===== src/vca_pkg.sv =====
// Package for the voice channel allocator: sizes, codes and the
// controller/datapath command and status structs. No dependencies.
`timescale 1ns / 1ps
package vca_pkg;
    localparam int NUM_CHANNELS = 22;
    localparam int NUM_SLOTS    = 64;
    localparam int CH_W         = 5;
    localparam int CH_IDX_W     = $clog2(NUM_CHANNELS);
    localparam int SLOT_W       = 6;
    localparam int RATE_W       = 17;
    localparam int SER_W        = 32;
    localparam int CFG_IDX_W    = 2;
    localparam int CFG_DATA_W   = 64;

    localparam logic [SER_W-1:0]  SERIAL_NONE     = 32'hFFFF_FFFF;
    localparam logic [SLOT_W-1:0] FIXED_RATE_SLOT = 6'hD;
    localparam logic [RATE_W-1:0] FIXED_RATE      = RATE_W'(22050 + 5512);

    localparam logic [CFG_IDX_W-1:0] REG_ENABLE = 2'd0;
    localparam logic [CFG_IDX_W-1:0] REG_LOADED = 2'd1;

    typedef enum logic [1:0] {
        OP_ONESHOT  = 2'd0,
        OP_LOOP     = 2'd1,
        OP_STOP     = 2'd2,
        OP_STOP_ALL = 2'd3
    } t_op;

    typedef enum logic [1:0] {
        ACT_NONE   = 2'd0,
        ACT_START  = 2'd1,
        ACT_UPDATE = 2'd2,
        ACT_CLEAR  = 2'd3
    } t_action;

    typedef struct packed {
        logic load;
        logic read;
        logic exec;
        logic pick;
        logic scan_step;
        logic finish;
    } t_cmd;

    typedef struct packed {
        logic need_pick;
        logic found;
        logic scan_last;
    } t_status;
endpackage


===== src/vca_ctrl.sv =====
// Sequencer for the voice channel allocator: accept, read, execute,
// pick, scan, finish, deliver. Depends on vca_pkg.
`timescale 1ns / 1ps
module vca_ctrl (
    input  logic             i_clk,
    input  logic             i_rst_n,
    input  logic             i_in_valid,
    output logic             o_in_ready,
    output logic             o_out_valid,
    input  logic             i_out_ready,
    input  vca_pkg::t_status i_status,
    output vca_pkg::t_cmd    o_cmd
);
    typedef enum logic [2:0] {
        S_IDLE, S_READ, S_EXEC, S_PICK, S_SCAN, S_FIN, S_OUT
    } t_state;

    t_state r_state;

    assign o_in_ready  = (r_state == S_IDLE);
    assign o_out_valid = (r_state == S_OUT);

    always_comb begin
        o_cmd           = '0;
        o_cmd.load      = (r_state == S_IDLE) && i_in_valid;
        o_cmd.read      = (r_state == S_READ);
        o_cmd.exec      = (r_state == S_EXEC);
        o_cmd.pick      = (r_state == S_PICK);
        o_cmd.scan_step = (r_state == S_SCAN);
        o_cmd.finish    = (r_state == S_FIN);
    end

    always_ff @(posedge i_clk) begin
        if (!i_rst_n) begin
            r_state <= S_IDLE;
        end else begin
            unique case (r_state)
                S_IDLE: if (i_in_valid) r_state <= S_READ;
                S_READ: r_state <= S_EXEC;
                S_EXEC: r_state <= i_status.need_pick ? S_PICK : S_OUT;
                S_PICK: r_state <= i_status.found ? S_OUT : S_SCAN;
                S_SCAN: if (i_status.scan_last) r_state <= S_FIN;
                S_FIN:  r_state <= S_OUT;
                S_OUT:  if (i_out_ready) r_state <= S_IDLE;
                default: r_state <= S_IDLE;
            endcase
        end
    end
endmodule


===== src/vca_dp.sv =====
// Datapath for the voice channel allocator: config registers, channel
// table, slot loop memory, oldest-start scan and result registers. Depends on vca_pkg.
`timescale 1ns / 1ps
module vca_dp (
    input  logic                                 i_clk,
    input  logic                                 i_rst_n,
    input  logic                                 i_cfg_we,
    input  logic [vca_pkg::CFG_IDX_W-1:0]        i_cfg_index,
    input  logic [vca_pkg::CFG_DATA_W-1:0]       i_cfg_data,
    input  logic [1:0]                           i_opcode,
    input  logic [vca_pkg::SLOT_W-1:0]           i_slot,
    input  logic [vca_pkg::RATE_W-1:0]           i_rate,
    input  logic [vca_pkg::NUM_CHANNELS-1:0]     i_playing,
    input  vca_pkg::t_cmd                        i_cmd,
    output vca_pkg::t_status                     o_status,
    output logic [1:0]                           o_action,
    output logic [vca_pkg::CH_W-1:0]             o_channel,
    output logic [vca_pkg::RATE_W-1:0]           o_start_rate,
    output logic                                 o_start_looping,
    output logic [vca_pkg::NUM_CHANNELS-1:0]     o_clear_mask
);
    localparam int NC = vca_pkg::NUM_CHANNELS;
    localparam int MW = vca_pkg::CH_W + vca_pkg::RATE_W;

    logic                          r_enable;
    logic [vca_pkg::NUM_SLOTS-1:0] r_loaded;

    logic [1:0]                    r_op;
    logic [vca_pkg::SLOT_W-1:0]    r_slot;
    logic [vca_pkg::RATE_W-1:0]    r_rate;
    logic [NC-1:0]                 r_play;

    logic [MW-1:0]                 r_mem [vca_pkg::NUM_SLOTS];
    logic [MW-1:0]                 r_mem_q;
    logic [vca_pkg::NUM_SLOTS-1:0] r_loop;

    logic [NC-1:0]                 r_own_v;
    logic [vca_pkg::SLOT_W-1:0]    r_own [NC];
    logic [NC-1:0]                 r_pin;
    logic [vca_pkg::SER_W-1:0]     r_ser [NC];
    logic [vca_pkg::SER_W-1:0]     r_cnt;

    logic [vca_pkg::CH_IDX_W-1:0]  r_idx;
    logic                          r_best_v;
    logic [vca_pkg::SER_W-1:0]     r_best_ser;
    logic [vca_pkg::CH_IDX_W-1:0]  r_best_ch;

    logic [1:0]                    r_action;
    logic [vca_pkg::CH_W-1:0]      r_channel;
    logic [vca_pkg::RATE_W-1:0]    r_orate;
    logic                          r_olooping;
    logic [NC-1:0]                 r_clear;

    logic                          n_ign;
    logic                          n_is_loop;
    logic [vca_pkg::CH_W-1:0]      n_pin_ch;
    logic [vca_pkg::RATE_W-1:0]    n_pin_rate;
    logic [vca_pkg::RATE_W-1:0]    n_rate_eff;
    logic [NC-1:0]                 n_free;
    logic                          n_found;
    logic [vca_pkg::CH_IDX_W-1:0]  n_first;
    logic                          n_cand;
    logic                          n_commit;
    logic [vca_pkg::CH_IDX_W-1:0]  n_commit_ch;
    logic [vca_pkg::SER_W-1:0]     n_cnt;
    logic [NC-1:0]                 n_stop_hit;

    assign n_ign = !r_enable
        || ((r_op == vca_pkg::OP_ONESHOT || r_op == vca_pkg::OP_LOOP) && !r_loaded[r_slot]);
    assign n_is_loop  = (r_op == vca_pkg::OP_LOOP);
    assign n_pin_ch   = r_mem_q[vca_pkg::CH_W-1:0];
    assign n_pin_rate = r_mem_q[MW-1:vca_pkg::CH_W];
    assign n_rate_eff = (r_op == vca_pkg::OP_ONESHOT && r_slot == vca_pkg::FIXED_RATE_SLOT)
                        ? vca_pkg::FIXED_RATE : r_rate;
    assign n_cnt = r_cnt + 1'b1;

    always_comb begin
        for (int c = 0; c < NC; c++) begin
            n_free[c]     = !r_own_v[c] || (!r_pin[c] && !r_play[c]);
            n_stop_hit[c] = r_own_v[c] && (r_own[c] == r_slot);
        end
        n_found = |n_free;
        n_first = '0;
        for (int c = NC - 1; c >= 0; c--) begin
            if (n_free[c]) n_first = vca_pkg::CH_IDX_W'(c);
        end
    end

    assign n_cand = !r_pin[r_idx] && (r_ser[r_idx] < r_best_ser);
    assign n_commit = (i_cmd.pick && n_found) || (i_cmd.finish && r_best_v);
    assign n_commit_ch = i_cmd.pick ? n_first : r_best_ch;

    assign o_status.need_pick = !n_ign
        && (r_op == vca_pkg::OP_ONESHOT || (n_is_loop && !r_loop[r_slot]));
    assign o_status.found     = n_found;
    assign o_status.scan_last = (r_idx == vca_pkg::CH_IDX_W'(NC - 1));

    always_ff @(posedge i_clk) begin
        if (!i_rst_n) begin
            r_enable <= 1'b0;
            r_loaded <= '0;
        end else if (i_cfg_we) begin
            if (i_cfg_index == vca_pkg::REG_ENABLE) r_enable <= i_cfg_data[0];
            if (i_cfg_index == vca_pkg::REG_LOADED) r_loaded <= i_cfg_data;
        end
    end

    always_ff @(posedge i_clk) begin
        if (i_cmd.load) begin
            r_op   <= i_opcode;
            r_slot <= i_slot;
            r_rate <= i_rate;
            r_play <= i_playing;
        end
        if (i_cmd.read) r_mem_q <= r_mem[r_slot];
        if (i_cmd.exec && !n_ign && n_is_loop && r_loop[r_slot]
            && r_rate != '0 && n_pin_rate != r_rate) begin
            r_mem[r_slot] <= {r_rate, n_pin_ch};
        end else if (n_commit && n_is_loop) begin
            r_mem[r_slot] <= {r_rate, vca_pkg::CH_W'(n_commit_ch)};
        end
    end

    always_ff @(posedge i_clk) begin
        if (!i_rst_n) begin
            r_own_v <= '0;
            r_pin   <= '0;
            r_loop  <= '0;
            r_cnt   <= '0;
            for (int c = 0; c < NC; c++) r_ser[c] <= '0;
        end else begin
            if (i_cmd.exec && !n_ign) begin
                unique case (r_op)
                    vca_pkg::OP_STOP_ALL: begin
                        r_own_v <= '0;
                        r_pin   <= '0;
                        r_loop  <= '0;
                    end
                    vca_pkg::OP_STOP: begin
                        r_own_v <= r_own_v & ~n_stop_hit;
                        r_loop[r_slot] <= 1'b0;
                    end
                    vca_pkg::OP_ONESHOT: begin
                        if (r_loop[r_slot]) begin
                            r_own_v[n_pin_ch] <= 1'b0;
                            r_loop[r_slot]    <= 1'b0;
                        end
                    end
                    default: ;
                endcase
            end
            if (n_commit) begin
                r_own_v[n_commit_ch] <= 1'b1;
                r_pin[n_commit_ch]   <= n_is_loop;
                r_ser[n_commit_ch]   <= n_cnt;
                r_cnt                <= n_cnt;
                if (n_is_loop) r_loop[r_slot] <= 1'b1;
            end
        end
    end

    always_ff @(posedge i_clk) begin
        if (n_commit) r_own[n_commit_ch] <= r_slot;
        if (i_cmd.pick) begin
            r_idx      <= '0;
            r_best_v   <= 1'b0;
            r_best_ser <= vca_pkg::SERIAL_NONE;
            r_best_ch  <= '0;
        end else if (i_cmd.scan_step) begin
            r_idx <= r_idx + 1'b1;
            if (n_cand) begin
                r_best_v   <= 1'b1;
                r_best_ser <= r_ser[r_idx];
                r_best_ch  <= r_idx;
            end
        end
    end

    always_ff @(posedge i_clk) begin
        if (i_cmd.exec) begin
            r_action   <= vca_pkg::ACT_NONE;
            r_channel  <= '0;
            r_orate    <= '0;
            r_olooping <= 1'b0;
            r_clear    <= '0;
            if (!n_ign) begin
                unique case (r_op)
                    vca_pkg::OP_STOP_ALL: begin
                        r_action <= vca_pkg::ACT_CLEAR;
                        r_clear  <= '1;
                    end
                    vca_pkg::OP_STOP: begin
                        r_action <= vca_pkg::ACT_CLEAR;
                        r_clear  <= n_stop_hit;
                    end
                    vca_pkg::OP_LOOP: begin
                        if (r_loop[r_slot] && r_rate != '0 && n_pin_rate != r_rate) begin
                            r_action  <= vca_pkg::ACT_UPDATE;
                            r_channel <= n_pin_ch;
                            r_orate   <= r_rate;
                        end
                    end
                    vca_pkg::OP_ONESHOT: begin
                        if (r_loop[r_slot]) r_clear[n_pin_ch] <= 1'b1;
                    end
                    default: ;
                endcase
            end
        end else if (n_commit) begin
            r_action   <= vca_pkg::ACT_START;
            r_channel  <= vca_pkg::CH_W'(n_commit_ch);
            r_orate    <= n_rate_eff;
            r_olooping <= n_is_loop;
        end else if (i_cmd.finish) begin
            r_action <= (!n_is_loop && r_clear != '0) ? vca_pkg::ACT_CLEAR
                                                       : vca_pkg::ACT_NONE;
        end
    end

    assign o_action        = r_action;
    assign o_channel       = r_channel;
    assign o_start_rate    = r_orate;
    assign o_start_looping = r_olooping;
    assign o_clear_mask    = r_clear;
endmodule


===== src/voice_channel_allocator_top.sv =====
// Top level of the voice channel allocator: stream ports, config port,
// controller and datapath. Depends on vca_pkg, vca_ctrl, vca_dp.
//
// Usage: one request enters on the s-side stream (tuser = opcode); exactly
// one result leaves on the m-side stream (tuser = action). One request is
// handled at a time. From acceptance a request passes S_READ and S_EXEC;
// stops, rate updates and ignored requests then give their result, a free
// channel is taken in S_PICK, and the oldest channel is stolen via S_PICK,
// S_SCAN and S_FIN; the steal search visits one channel per cycle. The slot
// memory is read in S_READ first. The next request is accepted the cycle
// after the result is taken. Config writes (index 0 enable, 1 loaded mask)
// are always accepted and take effect on the next cycle; write them only
// while no request is in flight. Reset is synchronous: all channels free,
// no slot looping, serial counter zero, block disabled. A stalled receiver
// holds the result and the s-side stays not ready.
`timescale 1ns / 1ps
module voice_channel_allocator_top (
    input  logic                             i_clk,
    input  logic                             i_rst_n,
    input  logic                             i_s_tvalid,
    output logic                             o_s_tready,
    input  logic [47:0]                      i_s_tdata,  // slot, rate, playing_mask
    input  logic [1:0]                       i_s_tuser,  // opcode
    output logic                             o_m_tvalid,
    input  logic                             i_m_tready,
    output logic [47:0]                      o_m_tdata,  // channel, start_rate,
                                                         // start_looping, clear_mask
    output logic [1:0]                       o_m_tuser,  // action
    input  logic                             i_cfg_valid,
    output logic                             o_cfg_ready,
    input  logic [vca_pkg::CFG_IDX_W-1:0]    i_cfg_index,
    input  logic [vca_pkg::CFG_DATA_W-1:0]   i_cfg_data
);
    vca_pkg::t_cmd                    w_cmd;
    vca_pkg::t_status                 w_status;
    logic [vca_pkg::CH_W-1:0]         w_channel;
    logic [vca_pkg::RATE_W-1:0]       w_rate;
    logic                             w_looping;
    logic [vca_pkg::NUM_CHANNELS-1:0] w_clear;

    assign o_cfg_ready = 1'b1;

    vca_ctrl u_ctrl (
        .i_clk       (i_clk),
        .i_rst_n     (i_rst_n),
        .i_in_valid  (i_s_tvalid),
        .o_in_ready  (o_s_tready),
        .o_out_valid (o_m_tvalid),
        .i_out_ready (i_m_tready),
        .i_status    (w_status),
        .o_cmd       (w_cmd)
    );

    vca_dp u_dp (
        .i_clk           (i_clk),
        .i_rst_n         (i_rst_n),
        .i_cfg_we        (i_cfg_valid),
        .i_cfg_index     (i_cfg_index),
        .i_cfg_data      (i_cfg_data),
        .i_opcode        (i_s_tuser),
        .i_slot          (i_s_tdata[5:0]),
        .i_rate          (i_s_tdata[22:6]),
        .i_playing       (i_s_tdata[44:23]),
        .i_cmd           (w_cmd),
        .o_status        (w_status),
        .o_action        (o_m_tuser),
        .o_channel       (w_channel),
        .o_start_rate    (w_rate),
        .o_start_looping (w_looping),
        .o_clear_mask    (w_clear)
    );

    assign o_m_tdata = {3'b000, w_clear, w_looping, w_rate, w_channel};

`ifndef NO_ASSERTIONS
    a_one_at_a_time: assert property (@(posedge i_clk) disable iff (!i_rst_n)
        !(o_s_tready && o_m_tvalid))
        else $error("request accepted while a result is pending");
    a_start_channel: assert property (@(posedge i_clk) disable iff (!i_rst_n)
        (o_m_tvalid && o_m_tuser == vca_pkg::ACT_START)
        |-> (w_channel < vca_pkg::CH_W'(vca_pkg::NUM_CHANNELS)))
        else $error("start on a channel that does not exist");
    a_loop_only_start: assert property (@(posedge i_clk) disable iff (!i_rst_n)
        (o_m_tvalid && o_m_tuser != vca_pkg::ACT_START) |-> !w_looping)
        else $error("looping flag set without a start");
    a_result_after_accept: assert property (@(posedge i_clk) disable iff (!i_rst_n)
        (i_s_tvalid && o_s_tready) |=> !o_m_tvalid)
        else $error("result valid too early");
`endif
endmodule


===== config.mk =====
export PLATFORM = sky130hd
export DESIGN_NAME = voice_channel_allocator_top
export DESIGN_NICKNAME = d
export VERILOG_FILES = /design/src/vca_pkg.sv /design/src/vca_ctrl.sv /design/src/vca_dp.sv /design/src/voice_channel_allocator_top.sv
export SDC_FILE = /design/constraint.sdc
export NUM_CORES = 2
export LEC_CHECK = 0
export ABC_CLOCK_PERIOD_IN_PS = 8500
export BUFFER_PORTS_ARGS = -buffer_cell sky130_fd_sc_hd__clkbuf_2
export CORE_MARGIN = 2
export CORE_UTILIZATION = 37
export CTS_CLUSTER_SIZE = 40
export DETAILED_ROUTE_END_ITERATION = 7
export GPL_TIMING_DRIVEN = 0
export SKIP_LAST_GASP = 1
export SYNTH_ARGS = -nofsm -noshare
export SYNTH_HDL_FRONTEND = slang
export SYNTH_SLANG_ARGS = --single-unit

===== constraint.sdc =====
create_clock -name i_clk -period 8.5 [get_ports i_clk]
set_clock_uncertainty 0.15 [all_clocks]
set_input_delay 2.55 -clock i_clk [delete_from_list [all_inputs] [get_ports i_clk]]
set_output_delay 2.55 -clock i_clk [all_outputs]
set_load 0.02 [all_outputs]

* Word-level counts from Yosys, hierarchy flattened
Memories as Yosys holds them, arrays and structs flattened. A register that Yosys moved wholly into a read port is not among the register bits. Cells that the tools add are included.
Storage, ports and cells: register bits after elaboration 345, latch bits 0, bits in writable memories 2244, bits in read-only memories 0, output and inout port bits 53, memories 3
Cells by class: $add $sub $neg 2, multiply operators 0, divide/modulo/power cells 0, $lt $le $gt $ge 8, equal/unequal tests 38, shift operators 0, muxes and demuxes 93, bitwise logic cells 9, reduce and logical (&&, ||, !) cells 176
Memory list:
- u_dp.r_mem | depth 64, width 22, read ports 1, clocked after Yosys merged registers in 1, write ports 1, line vca_dp.sv:33 | logic [MW-1:0] r_mem [vca_pkg::NUM_SLOTS];
- u_dp.r_ser | depth 22, width 32, read ports 1, clocked after Yosys merged registers in 1, write ports 22, line vca_dp.sv:40 | logic [vca_pkg::SER_W-1:0] r_ser [NC];
- u_dp.r_own | depth 22, width 6, read ports 22, clocked after Yosys merged registers in 0, write ports 1, line vca_dp.sv:38 | logic [vca_pkg::SLOT_W-1:0] r_own [NC];
Operators with widths (count):
- 64-bit 2-to-1 mux | 5
- 22-bit 2-to-1 mux | 10
- 64-bit one-hot mux with 3 select lines | 1
- 5-bit 2-to-1 mux | 31
- 6-bit == test | 22
- 22-bit one-hot mux with 3 select lines | 2
- 17-bit 2-to-1 mux | 6
- 1-bit logical NOT | 72
- 64-bit AND | 1
- 1-bit logical AND | 64
- 64-bit NOT | 1
- 64-bit OR | 1
- 22-bit AND | 2
- 22-bit NOT | 2
- 32-bit by 1-bit adder with 32-bit output, second input constant | 1
- 32-bit < comparator | 1
- 32-bit 2-to-1 mux | 1
- 32-bit OR reduction | 1
- 1-bit logical OR | 26
- 22-bit bitwise mux | 1
- 22-bit OR | 1
- 22-bit nonzero test | 1
- 22-bit OR reduction | 1
- 3-bit one-hot mux with 7 select lines | 1
- 32 further kinds | 71

* Logic depth before layout (Yosys ltp)
depth after elaboration 32, mapped depth 17

* Modules after synthesis
Synthesis repeated with hierarchy kept, for this count alone.
Unflattened totals: cell total of the unflattened synthesis 7428, area, all modules 116680.7 um^2
By module, submodules not included:
- vca_dp | times used 1, cells each 7391, area each 116384.1 um^2
- vca_ctrl | times used 1, cells each 30, area each 251.5 um^2
- voice_channel_allocator_top | times used 1, cells each 7, area each 45.0 um^2

* Least setup slack after synthesis
OpenSTA, ideal clock, no wires.
path type input -> register, start point input i_s_tvalid, end point register u_dp.r_op[0], enable pin, library setup time 0.510 ns, arrival time 5.822 ns, slack 2.018 ns, cell stages on the path 2, cell sequence nand2b_1 > nor3_1
RTL lines:
- from (decl) | line voice_channel_allocator_top.sv:20 | input logic i_s_tvalid,
- to (signal assigned) | line vca_dp.sv:110 | r_op <= i_opcode;
- to (decl) | line vca_dp.sv:28 | logic [1:0] r_op;

* Final worst setup path
start point register u_dp.r_slot[2] (netlist bit), end point memory u_dp.r_mem[20][21] (netlist bit), enable pin
Between the ends: longest elaborated chain between the ends 14, elaborated cells between the ends (all ways) 18
RTL lines:
- from (decl) | line vca_dp.sv:29 | logic [vca_pkg::SLOT_W-1:0] r_slot;
- from (signal assigned) | line vca_dp.sv:111 | r_slot <= i_slot;
- 1-bit binary-select mux with 6-bit select | line vca_dp.sv:69 | || ((r_op == vca_pkg::OP_ONESHOT || r_op == vca_pkg::OP_LOOP) && !r_loaded[r_slot]);
- 1-bit 2-to-1 mux (not written as such) | line vca_dp.sv:69
- 1-bit logical NOT | line vca_dp.sv:69
- 1-bit logical AND | line vca_dp.sv:69
- 1-bit logical OR | line vca_dp.sv:69
- 1-bit logical NOT | line vca_dp.sv:116 | if (i_cmd.exec && !n_ign && n_is_loop && r_loop[r_slot]
- 1-bit logical AND (3 in a row) | line vca_dp.sv:116
- 1-bit logical AND (2 in a row) | line vca_dp.sv:117 | && r_rate != '0 && n_pin_rate != r_rate) begin
- 1-bit 2-to-1 mux | line vca_dp.sv:116
- 1-bit 2-to-1 mux, on equally long branches | line vca_dp.sv:118, vca_dp.sv:120
- 1-bit OR (no source line)
- to (decl) | line vca_dp.sv:33
Parallel ways exist; a longest one is shown, timed or not. The select of a mux whose other input is x is not followed.

==> metrics.txt <==
detail-routed via count per cell 6.14; post-synthesis xor/xnor area fraction between 1.5 and 2%; Primary FF master, synth edfxtp_1; HP Start u_dp.r_loaded[0]$_SDFFE_PN0P_; fin area 138000 um^2; post-layout util 43.9%; area of the multi-input gates 29700 um^2; critical path peak fanout 14; Slew @ Worst Pin 1.63 ns; Critical Path Source u_dp.r_slot[2]$_DFFE_PP_; Cells after Synth 7418; Max Buffers Root-to-Sink 4; Synth Register Bits 2936; Post-synth EDFFs 2679; drt initial violations 12200; first-pass GRT wire length slightly below 600 mm; sum of negative setup slack 0 ns; failing checks capacitance limit, slew limit; CTS buffer count 318; Pleak 44.5 nW; top-count cell post-synth edfxtp_1; worst hold path type flop to flop; CP startpoint kind flop; unrepaired setup endpoints after global routing false; Sequential Area 85600 um^2; Final Hold Fails 0; worst-skew pair later-pin latency between 0.9 and 1 ns; mux contribution to synthesized area 6.95%; WS Path Type flop to flop; sequential element share of the synthesized area 73.0%; Mapped Area about 120000 um^2; Synth Area in Compound Gates 9.29%; Slew headroom -8.53%; Req. time, crit path just under 9 ns; via count 76900; die width 567 um; die area 321000 um^2; die extent in y 567 um; layout cells sized above 1 17.7%; pwr/cell area 263 nW/um^2; total track usage 26.6%; Final Cycle Share about 96%; WL/cell ~35 um; Core Footprint 315000 um^2; Power, Total roughly 36 mW; VDD IR max 259 uV; Synth area leader edfxtp_1; final slew viol count 151; Yosys top cell area share 68.6%; port bufs about 170; CTS Hold Bufs 0; IO Count 174; # DRC 0; global route total overflow 0; Placement Cell Area 128000 um^2; CTS tree built; Fmax 122 MHz; routability congestion estimate 0.969; CP Capture Type flop; Routed Antenna Nets 0; Site Rows 206; hold slack final approximately 0.31 ns; Post-CTS Setup Bufs 0; top cells by area, synth edfxtp_1 (69%), mux4_2 (6.3%), dfxtp_1 (4.4%); Clock transition at path regs 0.06 ns; post_cts resized 0; status finished, violations left; Yosys Warn Count 0; Inst Count DP about 12000; Final HPWL DP 308 mm; Initial Utilization 37.2%; pre-CTS setup slack 0.741 ns; asr flop ratio synth 0%; Non-Filler Instances approximately 13000; clock root buffer clkbuf_16; critical path arrival 8.62 ns; Detailed Routing Iterations Pass 1 8; largest family of logic cells by synthesized area compound AO/OA/AOI/OAI gates; top cells by count, synth edfxtp_1 (2679), nor2_1 (840), a22oi_1 (441), clkbuf_1 (420), mux4_2 (326); Final nets 8251; clk sinks 2936; number of global-route vias before repair 74200; synthesized area per cell 15.8 um^2; post-synthesis simple-gate area fraction between 6 and 7%; Final Worst Setup Slack 0.309 ns; Yosys cell types between 80 and 90; Fillers 27500; Final setup viols 0; area grow syn2layout 17.9%; adder-cell share of the synthesized area 0.363%; largest net degree at the start of global routing 45; H-tree depth reported by CTS 5; RR Startpoint u_dp.r_slot[2]$_DFFE_PP_; Max Cap Viol 17; minimum clock period between 8 and 9 ns; initial antenna violation count 17; final wirelength 440 mm
[flip-flops by register name (all words and copies together) (netlist names), 22 cells and up, named ones only]
register	flops
u_dp.r_mem	1408
u_dp.r_ser	1024
u_dp.r_own	132
u_dp.r_loaded	64
u_dp.r_loop	64
u_dp.r_best_ser	32
u_dp.r_cnt	32
u_dp.o_clear_mask	22
u_dp.r_mem_q	22
u_dp.r_own_v	22
u_dp.r_pin	22
u_dp.r_play	22
[final timing paths]
path	to	slack (ns)	cells after the start
setup / recovery	u_dp.r_mem[20][21]$_DFFE_PP_	0.31	11
hold / removal	u_dp.r_loaded[0]$_SDFFE_PN0P_	0.31	2
setup reg to reg	u_dp.r_mem[20][21]$_DFFE_PP_	0.31	11
hold reg to reg	u_dp.r_loaded[0]$_SDFFE_PN0P_	0.31	2
[worst max-delay path, cell delays in order, from the launching register on]
cell,delay (ns)
edfxtp_1,0.95
buf_2,0.45
buf_2,0.32
inv_1,0.28
clkbuf_1,0.70
nor3_1,0.55
buf_2,0.44
clkbuf_1,1.22
clkbuf_1,1.22
nand2_1,0.64
nor2_4,0.62
buf_16,0.24
[cells in the final DEF (no fill, tap or decap), types with 35 or more instances in the layout]
master and n:
mux2i_1 35, a31oi_1 115, inv_1 89, a22oi_1 441
clkbuf_16 326, dfxtp_1 257, a22o_1 141, buf_16 91
clkinv_2 44, nor2_1 826, clkinv_1 58, a221oi_1 141
o21ai_0 55, buf_1 83, mux2_2 40, nor3_1 102
a21oi_1 270, xnor2_1 137, clkbuf_1 477, clkbuf_2 193
nor3_4 56, nand2_1 304, nand3_1 126, buf_8 36
mux4_2 326, buf_12 40, edfxtp_1 2679, o221a_2 55
nand4_1 71, o211ai_1 37, xor2_1 73, buf_2 61
[layout make-up]
class	count	area share, %
clock inverter	164	1.18
sequential	2936	61.9
timing repair buffer	356	3.55
tap	4160	3.76
inverter	90	0.244
multi-input combinational	3807	21.5
clock buffer	404	6.13
antenna	11	0.0199
buffer	587	1.74
[metal layers]
layer	wire [um]	track usage, %	vias up
met5	92	0	-
met4	32600	16.5	8
met3	50500	6.73	1278
met2	205000	42.6	5694
met1	152000	32.3	39200
li1	-	-	30700
[power by group]
group          internal (mW)  leakage [nW]  total (mW)  switching [mW]
registers               16.1          27.2        16.3           0.178
clock network           7.91          4.90        13.7            5.80
logic                   2.44          12.4        6.43            3.99
[cell families after synthesis]
| group | Yosys count |
|---|---|
| buf+inv | 677 |
| fa+ha+maj | 34 |
| compound gates | 1476 |
| xor+xnor | 210 |
| other cells | 2 |
| flops | 2936 |
| mux | 402 |
| simple gates | 1681 |
No activity file was read; power rests on OpenSTA's default activity.
